**config.mk**
```make
export PLATFORM = sky130hd
export DESIGN_NAME = sehs_sqrt
export DESIGN_NICKNAME = d
export VERILOG_FILES = /design/src/hw/rtl/sehs_pkg.sv /design/src/hw/rtl/sehs_sqrt.sv
export SDC_FILE = /design/constraint.sdc
export NUM_CORES = 2
export LEC_CHECK = 0
export ABC_AREA = 1
export BUFFER_PORTS_ARGS = -buffer_cell sky130_fd_sc_hd__buf_2
export CAP_MARGIN = 20
export CORE_MARGIN = 8
export CORE_UTILIZATION = 55
export CTS_CLUSTER_DIAMETER = 80
export DETAILED_ROUTE_END_ITERATION = 16
export PLACE_DENSITY_LB_ADDON = 0.3
export RECOVER_POWER = 25
export SKIP_CTS_REPAIR_TIMING = 1
export SLEW_MARGIN = 20
export SYNTH_ARGS = -nofsm -noshare
export SYNTH_HDL_FRONTEND = slang
export SYNTH_SLANG_ARGS = --single-unit
```
**constraint.sdc**
```tcl
create_clock -name clk -period 4.9 [get_ports clk]
set_input_delay 0.98 -clock clk [delete_from_list [all_inputs] [get_ports clk]]
set_output_delay 0.98 -clock clk [all_outputs]
set_load 0.01 [all_outputs]
```
**src/hw/rtl/sehs_pkg.sv**
```systemverilog
// ----------------------------------------------------------------------------
// sehs_pkg
// Widths, latencies and helpers shared by the spring edge energy/Hessian
// datapath and its square root and divider units.
// ----------------------------------------------------------------------------
package sehs_pkg;

  localparam int IW   = 10;  // endpoint index
  localparam int CW   = 24;  // Q7.16 coordinate and result fields
  localparam int RW   = 23;  // rest length
  localparam int EW   = 39;  // energy
  localparam int DW   = 25;  // coordinate difference
  localparam int SQW  = 51;  // sum of squares
  localparam int LENW = 26;  // edge length
  localparam int SW   = 27;  // stretch, signed
  localparam int NUMW = 51;  // divider numerator, signed
  localparam int QW   = 26;  // divider quotient, signed, clamped to +-2^24
  localparam int UW   = 18;  // unit direction component, signed
  localparam int PW   = 18;  // projector entry, signed
  localparam int DMPW = 19;  // diagonal minus projector, signed

  localparam int DIV_QBITS  = 24;
  localparam int DIV_LAT    = DIV_QBITS + 2;
  localparam int SQRT_STEPS = 26;
  localparam int SQRT_LAT   = SQRT_STEPS;

  localparam int ONE_Q16 = 65536;

  function automatic logic signed [CW-1:0] sat24(input logic signed [27:0] v);
    logic signed [CW-1:0] r;
    if (v > 28'sd8388607) begin
      r = 24'sh7FFFFF;
    end else if (v < -28'sd8388608) begin
      r = 24'sh800000;
    end else begin
      r = v[CW-1:0];
    end
    return r;
  endfunction

endpackage

```
**src/hw/rtl/sehs_sqrt.sv**
```systemverilog
// ----------------------------------------------------------------------------
// sehs_sqrt
// Pipelined integer square root, one result bit per stage, floor result.
// ----------------------------------------------------------------------------
module sehs_sqrt (
  input  logic                       clk,
  input  logic [sehs_pkg::SQW-1:0]   x,
  output logic [sehs_pkg::LENW-1:0]  len
);
  import sehs_pkg::*;

  localparam int RESW = SQW + 1;

  logic [RESW-1:0] x_r   [SQRT_STEPS];
  logic [RESW-1:0] res_r [SQRT_STEPS];

  for (genvar g = 0; g < SQRT_STEPS; g++) begin : g_step
    logic [RESW-1:0] x_in, res_in, bitv, trial, x_nxt, res_nxt;

    if (g == 0) begin : g_first
      assign x_in   = RESW'(x);
      assign res_in = '0;
    end else begin : g_next
      assign x_in   = x_r[g-1];
      assign res_in = res_r[g-1];
    end

    always_comb begin
      bitv  = RESW'(1) << (2 * (SQRT_STEPS - 1 - g));
      trial = res_in + bitv;
      if (x_in >= trial) begin
        x_nxt   = x_in - trial;
        res_nxt = (res_in >> 1) + bitv;
      end else begin
        x_nxt   = x_in;
        res_nxt = res_in >> 1;
      end
    end

    always_ff @(posedge clk) begin
      x_r[g]   <= x_nxt;
      res_r[g] <= res_nxt;
    end
  end

  assign len = res_r[SQRT_STEPS-1][LENW-1:0];

endmodule

```
# After elaboration in Yosys (flattened, before gate mapping)

Memory sizes are Yosys's and may differ from the RTL's.
Index checks and enable logic that the tools add are counted.

Register bits after elaboration: 0
Memory bits (writable): 2,704
Output and inout port bits: 26
Logic and storage cells: 156
Memories: 2

Memory list:

| name  | depth | bits a word | rd ports | clocked after memory_dff | write ports | line            | text |
|---|---|---|---|---|---|---|---|
| res_r | 26    | 52          | 26       | 0                        | 26          | sehs_sqrt.sv:15 | `logic [RESW-1:0] res_r [SQRT_STEPS];` |
| x_r   | 26    | 52          | 25       | 0                        | 26          | sehs_sqrt.sv:14 | `logic [RESW-1:0] x_r [SQRT_STEPS];` |

$add $sub $neg: 76
Magnitude comparators: 26
Multiplexer cells: 52

Operators with widths:

| operator                                        | count |
|---|---|
| two-way mux 52 bit                              | 51 |
| >= comparator 52 bit                            | 25 |
| subtractor 52 bit                               | 25 |
| adder 51 x 1 -> 52 bit (second input constant)  | 1 |
| adder 51 x 11 -> 52 bit (second input constant) | 1 |
| adder 51 x 13 -> 52 bit (second input constant) | 1 |
| adder 51 x 15 -> 52 bit (second input constant) | 1 |
| adder 51 x 17 -> 52 bit (second input constant) | 1 |
| adder 51 x 19 -> 52 bit (second input constant) | 1 |
| adder 51 x 21 -> 52 bit (second input constant) | 1 |
| adder 51 x 23 -> 52 bit (second input constant) | 1 |
| adder 51 x 25 -> 52 bit (second input constant) | 1 |
| adder 51 x 27 -> 52 bit (second input constant) | 1 |
| adder 51 x 29 -> 52 bit (second input constant) | 1 |
| adder 51 x 3 -> 52 bit (second input constant)  | 1 |
| adder 51 x 31 -> 52 bit (second input constant) | 1 |
| adder 51 x 33 -> 52 bit (second input constant) | 1 |
| adder 51 x 35 -> 52 bit (second input constant) | 1 |
| adder 51 x 37 -> 52 bit (second input constant) | 1 |
| adder 51 x 39 -> 52 bit (second input constant) | 1 |
| adder 51 x 41 -> 52 bit (second input constant) | 1 |
| adder 51 x 43 -> 52 bit (second input constant) | 1 |
| adder 51 x 45 -> 52 bit (second input constant) | 1 |
| adder 51 x 47 -> 52 bit (second input constant) | 1 |
| 32 further kinds                                | 32 |

# Logic depth before layout (Yosys ltp)

An unclocked memory read counts as a cell.

Depth in word-level cells: 4
Mapped depth: 17
Mapped depth without buffers: 16

# Worst setup path after synthesis

OpenSTA, ideal clock, no wires.

Path kind: reg2reg
Start: memory x_r[1][182] (netlist bit)
End: memory x_r[1][224] (netlist bit)
Setup time: 67 ps
Arrival time: 1,827 ps
Slack: 3,006 ps
Stages on the path, launching flop included: 13
Path buffers: 2
Period minus slack after synthesis: 1,894 ps
Cells stage by stage: dfxtp_1 ha_1 nand2_2 inv_1 a21oi_1 nand2_1 a21oi_2 nand3_4 inv_2 buf_6 buf_12 nand2_4 o21ai_2

RTL lines:

| element     | line |
|---|---|
| from (decl) | sehs_sqrt.sv:14 |

==> flow_summary.json <==
{
  "clock.fmax_mhz": 282.5,
  "track_usage_pct": 36.11,
  "period_needed_ps": 3539,
  "synth.area.top_cells": "dfxtp_1, nand2_1, inv_1, ha_1, nor2_1",
  "initial_core_util_pct": 55.21,
  "core_area_um2": 141100,
  "regArea_um2": 33050,
  "avgSynthCellArea_um2": 7.106,
  "synthTopCellsByCount": "nand2_1, inv_1, dfxtp_1",
  "cap_violations": 0,
  "routabilityCongestion": 1.089,
  "min_period_over_period_pct": 72.23,
  "die_area_um2": 153900,
  "cts.clk_slew.worst_paths_ps": 70,
  "synth_top_area_share_pct": 42.44,
  "p_total_mw": 51.53,
  "post-route-cell-area_um2": 85960,
  "fin_util_pct": 60.93,
  "viasPerCell": 5.480,
  "critical-path-slowest-cell": "inv_2",
  "die_x_um": 392.3,
  "grt_pass1_wl_um": 419600,
  "dpl.hpwl_um": 235200,
  "fin_tns_setup_ps": 0,
  "synth_edf_count": 0,
  "cts_num_sinks": 1651,
  "row_count": 138,
  "finalSetupViolCount": 0,
  "antenna_found_initial": 18,
  "grt_max_degree": 51,
  "max-vdd-ir-drop_v": 0.0005253,
  "cts_tree": "done",
  "crit_fanout": 42,
  "synth.largest_area_cell": "dfxtp_1",
  "hold_violations": 0,
  "startpoint_type": "flip-flop",
  "netlist_instances": 10960,
  "vias": 72190,
  "drtPass1Iterations": 8,
  "layoutNonFillerInstCount": 13180,
  "leakagePower_nw": 44.09,
  "syn_area_um2": 77880,
  "hold_class": "primary input to flip-flop",
  "clk_latency_ps": 840,
  "place_area_um2": 79970,
  "numPortBuffers": 77,
  "path_cells": "inv_1 > ha_1 > nand2_2 > inv_1 > a21oi_1 > nand2_1 > a21oi_2 > nand3_4 > inv_2 > buf_4 > a21oi_2",
  "syn_to_final_growth_pct": 10.37,
  "multi_input_area_um2": 37350,
  "rsz0062_at_grt": "false",
  "crit_required_ps": 5560,
  "numPlacedInstances": 12850,
  "p_per_area_nw_per_um2": 599.4,
  "remaining_drc_errors": 0,
  "dr.first_iter.drc_count": 8515,
  "yosysMostFrequentCell": "nand2_1",
  "finalWirelength_um": 287900,
  "numCtsBuffers": 168,
  "hold_slack_ps": 240.3,
  "avgRoutedWirePerCell_um": 21.85,
  "io_pins": 78,
  "nFillCells": 12870,
  "htreeDepth": 4,
  "clock_path_buffers": 3,
  "crit_type": "flip-flop to flip-flop",
  "clock_skew_ps": 74.15,
  "nets": 11560,
  "critical_path.max_stage_delay_ps": 840,
  "drive_gt1_share_pct": 6.246,
  "worst_pin_slew_ps": 1206,
  "slew_headroom_pct": 18.99,
  "synth-seq-cells": 1651,
  "ant_nets": 0,
  "seq_area_frac_synth_pct": 42.44,
  "fp.dieH_um": 392.3,
  "synth-async-reset-ratio_pct": 0,
  "synth-main-ff-cell": "dfxtp_1",
  "grt_pass1_vias": 66360,
  "endpoint_kind": "flip-flop",
  "grt_overflow": 0,
  "place_ws_ps": 1512,
  "status": "finished clean",
  "synth_cell_types": 65,
  "cp.arrival_ps": 4200,
  "slew_viol_final": 0,
  "root_buffer": "clkbuf_16",
  "layout_setup_ws_ps": 1361,
  "ys.warnings.count": 0
}
-- metal layers --
layer	track usage [%]	routed length [µm]	vias to the layer above
met1	50.83	126000	33440
met5	1.222	350	-
met3	13.83	38320	555
met2	49.58	110800	3649
met4	13.46	12460	18
li1	-	-	34530
-- area by class of cell --
cell class	instances	area share (%)
Inverter	1788	7.822
Sequential cell	1651	38.45
Clock inverter	98	1.603
Tap cell	1890	2.751
Antenna cell	14	0.04076
Timing Repair Buffer	90	0.5589
Clock buffer	211	5.323
Multi-Input combinational cell	7433	43.45
-- worst max-delay path: cells and delay by family (launching register included) --
family,cells,cell delay [ps]
buffers and inverters,4,1420
and+or+nand+nor,3,550
adders and majority gates,1,360
AOI/OAI and AO/OA,3,520
DFF,1,530
-- state kept, by name, summed over array words and instances (netlist names) --
name	cells
res_r	351
x_r	1300
-- cells in the final DEF, fill, tap and decap left out, types with 81 or more instances in the layout --
master / n
o21ai_0: 193
nor4_1: 96
clkbuf_16: 168
inv_1: 1738
nand2_1: 3431
xnor2_1: 144
ha_1: 373
a21oi_1: 376
nand4_1: 215
nand3b_1: 81
nand3_1: 596
nor2_1: 1159
nor3_1: 125
xor2_1: 178
dfxtp_1: 1651
-- worst paths after layout --
kind	start	endpoint	slack (ps)	cells after the start
worst max-delay path	res_r[1][286]	x_r[1][357]	1360	11
worst min-delay path	x[2]	x_r[0][2]	240	1
worst max register to register	res_r[1][286]	x_r[1][357]	1360	11
worst min register to register	res_r[0][456]	res_r[0][507]	290	0
-- where the power goes --
group | leakage [nW] | internal (mW) | total, mW | switching (mW)
Clock | 2.85 | 7.65 | 13.6 | 5.94
Sequential | 13.8 | 16.5 | 20.4 | 3.82
Combinational | 27.4 | 5.52 | 17.6 | 12.1
Total | 44.1 | 29.7 | 51.5 | 21.8
-- kinds of logic after synthesis --
logic type | synth area share, %
simple gates | 31.97
buf+inv | 9.622
other cells | 0.004815
xor+xnor | 3.621
flops | 42.44
fa+ha+maj | 5.992
compound gates | 6.352
Note: power is estimated with default switching activity, not from simulation.
