==> src/hw/rtl/sehs_pkg.sv <==
// ----------------------------------------------------------------------------
// sehs_pkg
// Widths, latencies and helpers shared by the spring edge energy/Hessian
// datapath and its square root and divider units.
// ----------------------------------------------------------------------------
package sehs_pkg;

  localparam int IW   = 10;  // endpoint index
  localparam int CW   = 24;  // Q7.16 coordinate and result fields
  localparam int RW   = 23;  // rest length
  localparam int EW   = 39;  // energy
  localparam int DW   = 25;  // coordinate difference
  localparam int SQW  = 51;  // sum of squares
  localparam int LENW = 26;  // edge length
  localparam int SW   = 27;  // stretch, signed
  localparam int NUMW = 51;  // divider numerator, signed
  localparam int QW   = 26;  // divider quotient, signed, clamped to +-2^24
  localparam int UW   = 18;  // unit direction component, signed
  localparam int PW   = 18;  // projector entry, signed
  localparam int DMPW = 19;  // diagonal minus projector, signed

  localparam int DIV_QBITS  = 24;
  localparam int DIV_LAT    = DIV_QBITS + 2;
  localparam int SQRT_STEPS = 26;
  localparam int SQRT_LAT   = SQRT_STEPS;

  localparam int ONE_Q16 = 65536;

  function automatic logic signed [CW-1:0] sat24(input logic signed [27:0] v);
    logic signed [CW-1:0] r;
    if (v > 28'sd8388607) begin
      r = 24'sh7FFFFF;
    end else if (v < -28'sd8388608) begin
      r = 24'sh800000;
    end else begin
      r = v[CW-1:0];
    end
    return r;
  endfunction

endpackage

==> src/hw/rtl/sehs_div.sv <==
// ----------------------------------------------------------------------------
// sehs_div
// Pipelined signed divider rounding toward zero, one quotient bit per stage.
// A quotient of magnitude 2^24 or more comes out clamped to +-2^24.
// ----------------------------------------------------------------------------
module sehs_div (
  input  logic                              clk,
  input  logic signed [sehs_pkg::NUMW-1:0]  num,
  input  logic [sehs_pkg::LENW-1:0]         den,
  output logic signed [sehs_pkg::QW-1:0]    quo
);
  import sehs_pkg::*;

  logic                 neg0_r, sat0_r;
  logic [NUMW-1:0]      rem0_r;
  logic [LENW-1:0]      den0_r;

  logic                 neg_r [DIV_QBITS];
  logic                 sat_r [DIV_QBITS];
  logic [NUMW-1:0]      rem_r [DIV_QBITS];
  logic [LENW-1:0]      den_r [DIV_QBITS];
  logic [DIV_QBITS-1:0] q_r   [DIV_QBITS];

  logic signed [QW-1:0] quo_r;
  logic [NUMW-1:0]      mag;

  always_comb begin
    mag = num[NUMW-1] ? NUMW'(-num) : NUMW'(num);
  end

  // flag overflow up front so only the low quotient bits need computing
  always_ff @(posedge clk) begin
    neg0_r <= num[NUMW-1];
    rem0_r <= mag;
    den0_r <= den;
    sat0_r <= mag >= (NUMW'(den) << DIV_QBITS);
  end

  for (genvar g = 0; g < DIV_QBITS; g++) begin : g_step
    logic                 neg_in, sat_in, ge;
    logic [NUMW-1:0]      rem_in, dsh;
    logic [LENW-1:0]      den_in;
    logic [DIV_QBITS-1:0] q_in;

    if (g == 0) begin : g_first
      assign neg_in = neg0_r;
      assign sat_in = sat0_r;
      assign rem_in = rem0_r;
      assign den_in = den0_r;
      assign q_in   = '0;
    end else begin : g_next
      assign neg_in = neg_r[g-1];
      assign sat_in = sat_r[g-1];
      assign rem_in = rem_r[g-1];
      assign den_in = den_r[g-1];
      assign q_in   = q_r[g-1];
    end

    always_comb begin
      dsh = NUMW'(den_in) << (DIV_QBITS - 1 - g);
      ge  = rem_in >= dsh;
    end

    always_ff @(posedge clk) begin
      neg_r[g] <= neg_in;
      sat_r[g] <= sat_in;
      den_r[g] <= den_in;
      rem_r[g] <= ge ? rem_in - dsh : rem_in;
      q_r[g]   <= {q_in[DIV_QBITS-2:0], ge};
    end
  end

  logic [QW-1:0] magq;

  always_comb begin
    magq = sat_r[DIV_QBITS-1] ? (QW'(1) << DIV_QBITS) : QW'(q_r[DIV_QBITS-1]);
  end

  always_ff @(posedge clk) begin
    quo_r <= neg_r[DIV_QBITS-1] ? -$signed(magq) : $signed(magq);
  end

  assign quo = quo_r;

endmodule

==> config.mk <==
export PLATFORM = sky130hd
export DESIGN_NAME = sehs_div
export DESIGN_NICKNAME = d
export VERILOG_FILES = /design/src/hw/rtl/sehs_pkg.sv /design/src/hw/rtl/sehs_div.sv
export SDC_FILE = /design/constraint.sdc
export NUM_CORES = 2
export LEC_CHECK = 0
export BUFFER_PORTS_ARGS = -buffer_cell sky130_fd_sc_hd__buf_2
export CAP_MARGIN = 5
export CORE_ASPECT_RATIO = 0.6
export CORE_MARGIN = 4
export CORE_UTILIZATION = 45
export CTS_CLUSTER_SIZE = 8
export DETAILED_ROUTE_END_ITERATION = 8
export SYNTH_ARGS = -nofsm -noshare
export SYNTH_HDL_FRONTEND = slang
export SYNTH_SLANG_ARGS = --single-unit
==> constraint.sdc <==
create_clock -name clk -period 6.3 [get_ports clk]
set_clock_uncertainty 0.2 [all_clocks]
set_input_delay 0.63 -clock clk [delete_from_list [all_inputs] [get_ports clk]]
set_output_delay 0.63 -clock clk [all_outputs]
set_load 0.1 [all_outputs]
Yosys cells after proc, flatten, opt, wreduce, memory -nomap -nowiden
Memory sizes are Yosys's and may differ from the RTL's.
Index checks and enable logic that the tools add are counted.
Storage, ports and cells
  register bits after elaboration: 105
  bits in latches: 0
  RAM bits: 2472
  bits in read-only memories: 0
  input port bits: 78
  logic and storage cells: 88
  memories kept: 5
Operators by class
  $add $sub $neg: 26
  multipliers: 0
  div/mod/pow operators: 0
  order comparisons: 25
  equal/unequal tests: 0
  shifts and indexed selects: 0
  multiplexer cells: 27
  bitwise gates (word level): 0
  reductions and logical operators: 0
Memory list
  rem_r: words 24, bits a word 51, rd ports 23, clocked after memory_dff 0, wr ports 24, line sehs_div.sv:20  | logic [NUMW-1:0] rem_r [DIV_QBITS];
  den_r: words 24, bits a word 26, rd ports 23, clocked after memory_dff 0, wr ports 24, line sehs_div.sv:21  | logic [LENW-1:0] den_r [DIV_QBITS];
  q_r: words 24, bits a word 24, rd ports 24, clocked after memory_dff 0, wr ports 24, line sehs_div.sv:22  | logic [DIV_QBITS-1:0] q_r [DIV_QBITS];
  neg_r: words 24, bits a word 1, rd ports 24, clocked after memory_dff 0, wr ports 24, line sehs_div.sv:18  | logic neg_r [DIV_QBITS];
  sat_r: words 24, bits a word 1, rd ports 24, clocked after memory_dff 0, wr ports 24, line sehs_div.sv:19  | logic sat_r [DIV_QBITS];
Operators with widths (number)
  $mux W51: 25
  $ge A51 B26 Y1: 1
  $ge A51 B27 Y1: 1
  $ge A51 B28 Y1: 1
  $ge A51 B29 Y1: 1
  $ge A51 B30 Y1: 1
  $ge A51 B31 Y1: 1
  $ge A51 B32 Y1: 1
  $ge A51 B33 Y1: 1
  $ge A51 B34 Y1: 1
  $ge A51 B35 Y1: 1
  $ge A51 B36 Y1: 1
  $ge A51 B37 Y1: 1
  $ge A51 B38 Y1: 1
  $ge A51 B39 Y1: 1
  $ge A51 B40 Y1: 1
  $ge A51 B41 Y1: 1
  $ge A51 B42 Y1: 1
  $ge A51 B43 Y1: 1
  $ge A51 B44 Y1: 1
  $ge A51 B45 Y1: 1
  $ge A51 B46 Y1: 1
  $ge A51 B47 Y1: 1
  $ge A51 B48 Y1: 1
  other kinds (30): 30

Logic depth before layout (Yosys ltp)
An unclocked memory read counts as a cell.
  word-level depth: 4
  gate-level depth with buffers: 20

Worst setup path before layout
No wires, ideal clock.
  path kind: in2reg
  start: input num[9] (netlist bit)
  end: register sat0_r (netlist: g_step[0].sat_in)
  setup time: 0.069 ns
  data arrival time: 4.935 ns
  data required time: 6.031 ns
  slack: 1.096 ns
  cell stages on the path: 18
  buffers on the path: 1
  path through: buf_2 -> or4_4 -> or4_1 -> or3_4 -> nand2b_4 -> or3_4 -> or4_4 -> o21ai_0 -> xnor2_1 -> ha_1 -> nand4_1 -> nor2_1 -> o2111ai_1 -> or4_1 -> nor4_1 -> nand4_1 -> o31a_1 -> o21ai_1
Between the ends
  longest elaborated chain between the ends: 3
RTL lines
  from (decl): line sehs_div.sv:8  | input logic signed [sehs_pkg::NUMW-1:0] num,
  $neg A51 Y51: line sehs_div.sv:28  | mag = num[NUMW-1] ? NUMW'(-num) : NUMW'(num);
  $mux W51: line sehs_div.sv:28
  named net mag[41]: line sehs_div.sv:25  | logic [NUMW-1:0] mag;
  $ge A51 B50 Y1: line sehs_div.sv:36  | sat0_r <= mag >= (NUMW'(den) << DIV_QBITS);
  to (signal assigned): line sehs_div.sv:36
  to (decl): line sehs_div.sv:14  | logic neg0_r, sat0_r;
The timed path passes the listed nets, and every way through them passes these cells.

Worst setup path after layout
  start: input num[10] (netlist bit)
  end: register sat0_r (netlist: g_step[0].sat_in)
The elaborated chain is that of the path after synthesis.

==> results.py <==
metrics = {
    "run_status": {
        "status": "finished, final reports clean",
    },
    "pwr": {
        "total_power_mw": 61.6,
        "ir_worst_vdd_v": 0.000290,
        "power.density_mw_per_mm2": 573,
        "p_leak_nw": 47.4,
    },
    "route": {
        "num_vias": 74700,
        "wl_met3_um": 42300,
        "firstDrtPassIters": 7,
        "postRouteAntennaNets": 0,
        "dr.first_iter.drc_count": 8772,
        "top_layer": "met5",
        "wl_met1_um": 160000,
        "met2_length_um": 86700,
        "wl_per_cell_um": 22.3,
        "routed_wl_um": 293000,
        "drt-vias-per-instance": 5.68,
        "drc_errors": 0,
    },
    "cts": {
        "clk_path_buf_depth": 4,
        "ctsHtreeMaxLevel": 5,
        "post-cts-setup-buffers": 0,
        "cts_sinks": 2224,
        "cts.repair.resized": 0,
        "cts_tree": "yes",
        "clk-insertion-delay-late_ns": 0.85,
        "cts_buffers": 320,
        "cts_root_buffer": "clkbuf_16",
        "clk_pin_slew_ns": 0.05,
    },
    "placement": {
        "placed_cells": 12700,
        "io_buffers": 103,
        "place.gp.congestion": 1.04,
        "placed_cell_area_sq_mm": 0.0981,
        "pre_cts_slack_ns": 0.365,
        "dp_hpwl_um": 231000,
    },
    "layout": {
        "seq_area_sq_mm": 0.0445,
        "fillers": 18700,
        "instances_no_fill": 13200,
        "drive_gt1_share_pct": 7.25,
        "final_area_sq_mm": 0.108,
        "final_core_util_pct": 51.8,
        "fin_nets": 11100,
        "syn_to_final_growth_pct": 13.8,
        "multi_input_area_sq_mm": 0.0460,
    },
    "worst_setup_path": {
        "path_delay_family": "simple AND/OR/NAND/NOR gates",
        "path_buf_inv": 2,
        "startpoint_type": "input pin",
        "worstSetupPathType": "input pin to register",
        "arrival_ns": 6.35,
        "cp_slowest_cell": "or4_4",
        "crit_chain": "dlygate4sd3_1, buf_2, or4_4, or4_1, or3_4, nand2b_4, or3_4, or4_4, o21ai_0, xnor2_1, ha_1, nand4_1, nor2_1, o2111ai_1, or4_1, nor4_1, nand4_1, o31a_1, o21ai_1",
        "cp_max_fo": 5,
        "crit_required_ns": 6.87,
        "slowest_delay_ns": 0.56,
        "crit_path_end_kind": "register",
    },
    "min_path": {
        "min_path_type": "register to register",
    },
    "logic_synthesis": {
        "synth_cell_types": 87,
        "syn_area_sq_mm": 0.0945,
        "ys_seq_area_share_pct": 47.1,
        "synth_nets": 10800,
        "synth_edf_count": 0,
        "ys.flop_type": "dfxtp_1",
        "synth_cells": 10100,
        "synthArstFlopShare_pct": 0,
        "avgSynthCellArea_sq_um": 9.40,
        "yosysWarnings": 0,
        "ys_ff_latch": 2224,
    },
    "grt": {
        "track_usage_pct": 26.0,
        "grt_max_degree": 59,
        "grt_pass1_vias": 67500,
        "grt_pass1_wl_um": 434000,
        "grt.overflow.total": 0,
        "antenna_found_initial": 22,
    },
    "floorplanning": {
        "die_width_um": 600,
        "num_rows": 129,
        "die_area_sq_mm": 0.218,
        "die_h_um": 363,
        "ios": 104,
        "core-area_sq_mm": 0.208,
        "start_util_pct": 45.5,
    },
    "sta": {
        "setup_viol": 0,
        "fin_setup_tns_ns": 0,
        "slew_headroom_pct": 9.44,
        "holdWs_ns": 0.0992,
        "period_share_pct": 91.7,
        "timing.fmax_mhz": 173,
        "min_period_ns": 5.78,
        "hold_viol_final": 0,
        "slew_violations": 0,
        "rsz0062_at_grt": "false",
        "worst_slack_ns": 0.522,
        "tightest_slew_ns": 1.35,
    },
    "flow_run": {
        "drv_cap": 0,
    },
}
[layout make-up]
class | instances | area share [%]
Sequential cell | 2224 | 41.4
Antenna cell | 10 | 0.0233
Multi-Input combinational cell | 6728 | 42.8
Tap cell | 2751 | 3.20
Clock inverter | 15 | 0.212
Timing Repair Buffer | 257 | 1.76
Clock buffer | 332 | 7.67
Inverter | 846 | 2.95
[placed cells by master, fill, tap and decap left out, drive strengths merged, types with 22 or more instances in the layout]
| cell | n |
|---|---|
| nor2b | 122 |
| nor2 | 677 |
| and2 | 42 |
| o21a | 86 |
| or3 | 82 |
| xor2 | 342 |
| nor3 | 212 |
| fa | 23 |
| ha | 652 |
| buf | 166 |
| nor3b | 24 |
| mux2 | 133 |
| o21bai | 83 |
| or2 | 45 |
| dlygate4sd3 | 91 |
| nand2b | 119 |
| nand2 | 650 |
| dfxtp | 2224 |
| a21oi | 791 |
| nor4 | 153 |
| a211oi | 53 |
| o211ai | 33 |
| o21ai | 553 |
| xnor2 | 501 |
| a31oi | 70 |
| inv | 856 |
| a21o | 358 |
| nand3b | 22 |
| o31ai | 73 |
| clkbuf | 332 |
| or4 | 74 |
| and4 | 24 |
| a21boi | 31 |
| nand4b | 27 |
| nand3 | 169 |
| o31a | 34 |
| nand4 | 139 |
| and3 | 59 |
[Yosys cell counts (all sizes together), types with 21 or more instances]
cell	count	area, sq um
and2	42	263
nor4b	21	184
nand3b	22	165
mux2	133	1500
xor2	342	3000
a31oi	70	438
o21bai	83	623
dfxtp	2224	44500
nand4	139	870
or2	45	282
o31ai	73	562
or3	82	523
o21a	86	646
nand3	169	846
buf	27	108
nor2b	122	763
nand2	650	2440
clkbuf	230	865
nor2	677	2540
nor3b	24	180
nor3	212	1060
and4	24	210
ha	652	8160
xnor2	501	4390
nand4b	27	236
nor4	153	957
a21boi	31	233
a21o	358	2690
o211ai	33	248
a21oi	791	3960
o21ai	553	2770
nand2b	119	752
or4	74	569
a211oi	53	403
inv	846	3180
and3	59	369
o31a	34	298
o2111ai	21	184
fa	23	460
[where the power goes]
part	leakage [nW]	total, mW	internal [mW]	switching [mW]
clock network	4.17	15.1	9.20	5.94
logic	24.6	25.1	10.2	14.8
registers	18.7	21.4	18.1	3.30
total	47.4	61.6	37.5	24.1
[layer usage]
metal  vias up  track usage (%)
met4        14             4.21
met3       335             11.5
met1     35400             45.3
met5         -            0.321
li1      35500                -
met2      3432             26.5
[final timing paths]
kind / slack (ns) / to / cells past startpoint / startpoint
min reg2reg: 0.1 / q_r[12][10] / 0 / q_r[11][9]
min: 0.1 / q_r[12][10] / 0 / q_r[11][9]
max reg2reg: 0.65 / rem_r[2][193] / 13 / rem_r[2][106]
max: 0.52 / g_step[0].sat_in / 19 / num[10]
[what timing repair did]
item                                    in CTS  in global routing
hold endpoints to repair                    78                  0
endpoints found under the setup margin       0                  0
hold buffers                                91                  0
[registers in the layout (all words and copies together), names as in the netlist]
signal,count
den0_r,26
den_r,598
g_step.neg_in,1
g_step.rem_in,51
g_step.sat_in,1
neg_r,24
q_r,300
quo,26
rem_r,1173
sat_r,24
[kinds of logic (layout without fill, tap and decap cells)]
group	Yosys count	in the layout	synth area share, %
muxes	141	141	1.67
DFF	2224	2224	47.1
buffers and inverters	1103	1450	4.39
other	0	10	0
adders and majority gates	675	675	9.12
xor gates and xnor gates	843	843	7.81
AOI/OAI and AO/OA	2374	2374	15.6
and+or+nand+nor	2695	2695	14.3
Power figures use the tool's default switching activity.
